### config.mk
export PLATFORM = sky130hd
export DESIGN_NAME = gls_cell_check
export DESIGN_NICKNAME = d
export VERILOG_FILES = /design/src/rtl/core/gls_pkg.sv /design/src/rtl/core/gls_cell_check.sv
export SDC_FILE = /design/constraint.sdc
export NUM_CORES = 1
export LEC_CHECK = 0
export ABC_AREA = 0
export BUFFER_PORTS_ARGS = -buffer_cell sky130_fd_sc_hd__buf_2
export CAP_MARGIN = 20
export CORE_MARGIN = 3
export CORE_UTILIZATION = 40
export DETAILED_ROUTE_END_ITERATION = 12
export PLACE_DENSITY = 0.94
export SYNTH_ARGS = -nofsm -noshare
export SYNTH_HDL_FRONTEND = slang
export SYNTH_SLANG_ARGS = --single-unit
### constraint.sdc
create_clock -name vclk -period 2.85
set_input_delay 0.1425 -clock vclk [all_inputs]
set_output_delay 0.1425 -clock vclk [all_outputs]
set_load 0.1 [all_outputs]
### src/rtl/core/gls_pkg.sv
`timescale 1ns / 1ps

package gls_pkg;

  // default grid edge length in cells
  localparam int GRID_DIM_DEF = 64;

  // coordinate width as carried by the ports
  localparam int COORD_W = 7;
  // walk coordinate: one extra bit so a step off either edge reads as outside
  localparam int WALK_W  = COORD_W + 1;

  // item kinds
  localparam logic KIND_WRITE = 1'b0;
  localparam logic KIND_QUERY = 1'b1;

  // configuration register indexes
  localparam int            CFG_IDX_W       = 2;
  localparam logic [CFG_IDX_W-1:0] REG_BLOCK_LEVEL = 2'd0;
  localparam logic [CFG_IDX_W-1:0] REG_COST_LEVEL  = 2'd1;

  // register reset values (8-bit fractions)
  localparam logic [7:0] BLOCK_LEVEL_RST = 8'd218;
  localparam logic [7:0] COST_LEVEL_RST  = 8'd179;

  // terrain codes
  localparam logic [2:0] CT_OPEN     = 3'd0;
  localparam logic [2:0] CT_OBSTACLE = 3'd1;
  localparam logic [2:0] CT_WATER    = 3'd2;
  localparam logic [2:0] CT_TREE     = 3'd3;
  localparam logic [2:0] CT_MOUNTAIN = 3'd4;
  localparam logic [2:0] CT_SWAMP    = 3'd5;

  // one stored grid cell
  typedef struct packed {
    logic [2:0] cell_type;
    logic [7:0] altitude;
  } gls_cell_t;

  // mountain thresholds
  typedef struct packed {
    logic [7:0] block_level;
    logic [7:0] cost_level;
  } gls_cfg_t;

  // querying agent's house
  typedef struct packed {
    logic               valid;
    logic [COORD_W-1:0] x;
    logic [COORD_W-1:0] y;
  } gls_house_t;

endpackage

### src/rtl/core/gls_cell_check.sv
`timescale 1ns / 1ps

module gls_cell_check (
  input  gls_pkg::gls_cell_t            cell_data,
  input  logic                          in_grid,
  input  logic [gls_pkg::WALK_W-1:0]    pos_x,
  input  logic [gls_pkg::WALK_W-1:0]    pos_y,
  input  gls_pkg::gls_house_t           house,
  input  gls_pkg::gls_cfg_t             cfg,
  output logic                          clear
);

  logic at_house;
  logic too_high;

  // obstacle at the agent's own house lets the line through
  assign at_house = house.valid
                 && (pos_x == {1'b0, house.x})
                 && (pos_y == {1'b0, house.y});

  // mountain above either threshold blocks sight
  assign too_high = (cell_data.altitude > cfg.block_level)
                 || (cell_data.altitude > cfg.cost_level);

  // terrain classification
  always_comb begin
    case (cell_data.cell_type)
      gls_pkg::CT_OBSTACLE: clear = at_house;
      gls_pkg::CT_WATER:    clear = 1'b0;
      gls_pkg::CT_TREE:     clear = 1'b0;
      gls_pkg::CT_SWAMP:    clear = 1'b0;
      gls_pkg::CT_MOUNTAIN: clear = !too_high;
      default:              clear = 1'b1;
    endcase
    if (!in_grid) begin
      clear = 1'b0;
    end
  end

endmodule
# ---- Yosys cells after proc, flatten, opt, wreduce, memory -nomap -nowiden
# Index checks and enable logic that the tools add are counted.
dict set report classes {
  add_sub_neg 0
  mul 0
  n_div 0
  magnitude_cmp 2
  eq_ne 7
  n_shift 0
  mux 2
  n_bitwise 0
  n_reduce_logical 5
}
# cell n
set ops {}
lappend ops {{$eq 8x7->1} 2}
lappend ops {{$gt 8x8->1} 2}
lappend ops {{$eq 3x2->1 const B} 2}
lappend ops {{$eq 3x3->1 const B} 2}
lappend ops {{$eq 3x1->1 const B} 1}
lappend ops {{$pmux 1 s3} 1}
lappend ops {{$reduce_or 3->1} 1}
lappend ops {{$logic_and 1x1->1} 2}
lappend ops {{$logic_not 1->1} 1}
lappend ops {{$logic_or 1x1->1} 1}
lappend ops {{$mux 1} 1}
dict set report word_totals {
  ff_bits 0
  latchBits 0
  ram_bits 0
  mem_bits_ro 0
  in_bits 59
  output_inout_bits 1
  elab_cells 16
  mem_count 0
}

# ---- Longest topological paths before layout
dict set report depth {
  ltp_word 5
  ltp_mapped 7
  ltp_nobuf 7
}

# ---- Worst setup path before layout
# No wires, ideal clock.
dict set report synth_timing {
  path_kind {input to output}
  startpoint {input port cfg[7] in the netlist's numbering}
  endpoint {output port clear}
  t_arrival_ps 1470
  required_ps 2707
  path_slack_ps 1237
  stages 6
  n_path_buf 0
  path_cell_list {inv_1 -> ha_1 -> nand4_1 -> or2_2 -> o21ai_0 -> a32o_2}
}
dict set report synth_via {
  elab_chain_cells 5
}
# item line_no
set synth_rtl {}
lappend synth_rtl {{start, declared} gls_cell_check.sv:9} ;# input gls_pkg::gls_cfg_t cfg,
lappend synth_rtl {{$gt 8x8->1} gls_cell_check.sv:23} ;# || (cell_data.altitude > cfg.cost_level);
lappend synth_rtl {{$logic_or 1x1->1} gls_cell_check.sv:23}
lappend synth_rtl {{$logic_not 1->1} gls_cell_check.sv:32} ;# gls_pkg::CT_MOUNTAIN: clear = !too_high;
lappend synth_rtl {{$pmux 1 s3} gls_cell_check.sv:27} ;# case (cell_data.cell_type)
lappend synth_rtl {{$mux 1} gls_cell_check.sv:35} ;# if (!in_grid) begin
lappend synth_rtl {{end, declared} gls_cell_check.sv:10} ;# output logic clear
# Every way passes these cells.

# ---- Final worst setup path
dict set report layout_timing {
  startpoint {input port cell_data[1] in the netlist's numbering}
  endpoint {output port clear}
}
dict set report layout_via {
  elab_chain_cells 5
  word_cells_on_any_way 6
}
# item line_no
set layout_rtl {}
lappend layout_rtl {{start, declared} gls_cell_check.sv:4} ;# input gls_pkg::gls_cell_t cell_data,
lappend layout_rtl {{$gt 8x8->1, on equally long branches} {gls_cell_check.sv:22, gls_cell_check.sv:23}}
lappend layout_rtl {{$logic_or 1x1->1 (*)} gls_cell_check.sv:23}
lappend layout_rtl {{$logic_not 1->1 (*)} gls_cell_check.sv:32}
lappend layout_rtl {{$pmux 1 s3 (*)} gls_cell_check.sv:27}
lappend layout_rtl {{$mux 1 (*)} gls_cell_check.sv:35}
# Every way passes the cells marked *; elsewhere a longest branch is shown, timed or not.

==> impl_summary.txt <==
----------------------------------------------------
[Status]
  Outcome ... finished, final reports clean

[Floorplan]
  Total number of placement rows ... 13
  Starting utilization of the core area ... between 40% and 50%
  Floorplan Core Area ... approximately 1400 sq um
  Total Die Area ... 2000 sq um
  Y dimension of the die ... 44.7 microns
  Die span in x ... 44.7 microns
  Top Ports ... 60

[Setup path]
  Biggest cell delay along the critical path ... 0.42 ns
  Highest fanout seen on the critical path ... 2
  Kind of end point of the critical path ... primary output
  Beginning of the critical path ... cell_data[1]
  CP Data Required Time ... 2.71 ns
  Critical Path Start Type ... primary input
  Setup CP Type ... primary input to primary output
  Max stage delay cell, worst path ... sky130_fd_sc_hd__buf_2
  Crit path capture ... clear
  Cells traversed along the worst timing path ... buf_2 > ha_1 > nor2b_1 > o211ai_1 > a21oi_1 > o21ai_0 > a32o_2 > buf_2
  Crit-path most repeated cell ... sky130_fd_sc_hd__buf_2
  Crit path DAT ... 1.70 ns
  Family with the most delay on the worst path ... compound AO/OA/AOI/OAI gates
  Logic depth of the worst setup path including buffers ... 8
  Critical path buffer and inverter count ... 2

[Timing]
  Max Fclk ... 543 MHz
  Final hold violation count ... 0
  Unrepaired setup endpoints after global routing ... false
  Number of endpoints failing setup at the final stage ... 0
  Transition time of the tightest slew-check pin ... 0.492 ns
  Shortest period the worst path allows ... 1.84 ns
  Total Negative Setup Slacks ... 0 ns
  Slew Limit Headroom ... about two thirds
  Total count of max-transition violations in the final report ... 0
  Final worst setup slack ... a little over 1 ns
  Worst hold margin ... 0.898 ns
  Tcrit/Tclk final ... 64.7%

[Global route]
  Via count of the first global-routing pass ... 729
  Aggregate global-route resource usage ... 17.5%
  Total congestion overflow after global routing ... 0
  Number of antenna violations at the first check in global routing ... 0
  Pin count of the biggest net entering global routing ... 5
  Global-route wire length before repair ... 2770 microns

[Pwr]
  Gate power share ... 100.0%
  Power, Total ... around 0.13 mW
  Sequential share of power ... 0%
  Net Sw Frac ... 47.3%
  Internal portion of total power ... 0.0692 mW
  Static power due to leakage ... ~0.54 nW
  PwrDens ... around 140 nW/um^2
  Reported net switching power ... 0.0621 mW
  VDD IR-drop max ... 0.0699 mV
  Clock power share ... 0%

[Finish]
  Net count reported at finish ... 220
  Synthesis-to-finish area growth ... 53.2%
  Sequential cell area ... 0 sq um
  Number of fill cells in the layout ... 128
  Share of the core filled with cells ... around 68%
  Area of the multi-input gates ... 539 sq um
  Fraction of layout instances using a drive strength above 1 ... 43.4%
  Final standard cell area without fillers ... 918 sq um
  Number of flip-flops and latches ... 0
  Number of clock buffer instances in the layout ... 0
  Diodes inserted ... 0
  Post-layout instance count excluding filler cells ... roughly 160

[Place]
  Placer Congestion ... 0.723
  Quantity of I/O buffers inserted on ports ... 60
  Placement-stage worst setup slack ... 1.02 ns
  Total half-perimeter wirelength after legalization and detailed placement ... 1770 microns
  Placed instance count ... 158
  Area of placed instances ... 918 sq um

[Routing]
  Detailed-route wire length per cell ... around 12 microns
  Count of TritonRoute iterations in the first routing pass ... 4
  First DRT Iteration DRCs ... 7
  DRC viols ... 0
  Wire length after detailed routing ... 1880 microns
  Via-to-Cell Ratio ... 4.95
  Detailed-route via count ... around 800
  Antenna violation net count after detailed routing ... 0

[Clock tree]
  Cts repair resizes ... 0
  Post-CTS setup-driven buffer insertion count ... 0
  Number of buffers added to fix hold violations after cts ... 0

[Yosys]
  Cell type with the largest total area after synthesis ... sky130_fd_sc_hd__ha_1
  Synth Area in Simple Gates ... 19.4%
  Mapped Area ... ~600 sq um
  Xor/xnor cell area share of the yosys netlist ... 20.5%
  Synth top area share ... 33.4%
  Yosys Warn Count ... 0
  List of most frequent post-synthesis cells ... sky130_fd_sc_hd__ha_1 (16), sky130_fd_sc_hd__inv_1 (16), sky130_fd_sc_hd__xnor2_1 (14), sky130_fd_sc_hd__a21oi_1 (9), sky130_fd_sc_hd__nand4_1 (8)
  Area fraction in compound gates after synthesis ... 16.7%
  Net count after synthesis ... 158
  Synthesized-area fraction occupied by adder cells ... 33.4%
  Top post-synthesis cells by area ... sky130_fd_sc_hd__ha_1 (33%), sky130_fd_sc_hd__xnor2_1 (20%), sky130_fd_sc_hd__inv_1 (10%)
  Main combinational cell family by area after synthesis ... adder cells
  Sequential area share after synthesis ... 0%
  Count of distinct cell types in the synthesized netlist ... 17
  Portion of netlist area occupied by mux cells ... 0%
  Post-Syn Instances ... 83
  Mean instance size in the synthesized netlist ... 7.22 sq um

[Min path]
  Hold Crit Class ... primary input to primary output

[Flow run]
  Max capacitance violation total ... 0

----------------------------------------------------
-- power groups by stage --
stage	clock network [mW]	logic (mW)	registers, mW
final	0	0.131	0
after global routing	0	0.145	0
after CTS	0	0.131	0
after detailed placement	0	0.131	0
after global placement	0	0.122	0
after floorplan	0	0.0700	0
-- cells in the final DEF, fill, tap and decap left out, types with 2 or more instances in the layout --
master                     n
sky130_fd_sc_hd__o21ai_0   4
sky130_fd_sc_hd__nor3_1    2
sky130_fd_sc_hd__xnor2_1  14
sky130_fd_sc_hd__nor2b_1   2
sky130_fd_sc_hd__a21oi_1   9
sky130_fd_sc_hd__ha_1     16
sky130_fd_sc_hd__inv_1    16
sky130_fd_sc_hd__buf_2    60
sky130_fd_sc_hd__nand2_1   4
sky130_fd_sc_hd__nand4_1   8
-- how the worst min path moves through the flow --
| stage | end | slack, ns | start | cells after the start |
|---|---|---|---|---|
| 6_report | clear | 0.90 | in_grid | 3 |
| 2_1_floorplan | clear | 0.70 | in_grid | 1 |
| 3_5_place_dp | clear | 0.90 | in_grid | 3 |
| 3_3_place_gp | clear | 0.89 | in_grid | 3 |
| 5_1_grt | clear | 0.92 | in_grid | 3 |
| 4_1_cts | clear | 0.90 | in_grid | 3 |
-- per-layer routing --
metal	GRT usage (%)	wire (microns)	vias up
met5	0	0	-
met3	0.398	106	2
met2	38.4	1080	28
met4	2.41	16	0
met1	17.9	671	338
li1	-	-	414
-- cells by family after synthesis --
family	after synthesis
simple gates	20
compound gates	17
fa+ha+maj	16
buf+inv	16
xor+xnor	14
-- layout make-up --
class	instances	share of cell area [%]
well taps	15	2.04
repair buffers	60	32.7
inverters	16	6.54
multi-input cells	67	58.7
(Power assumes the default switching activity.)
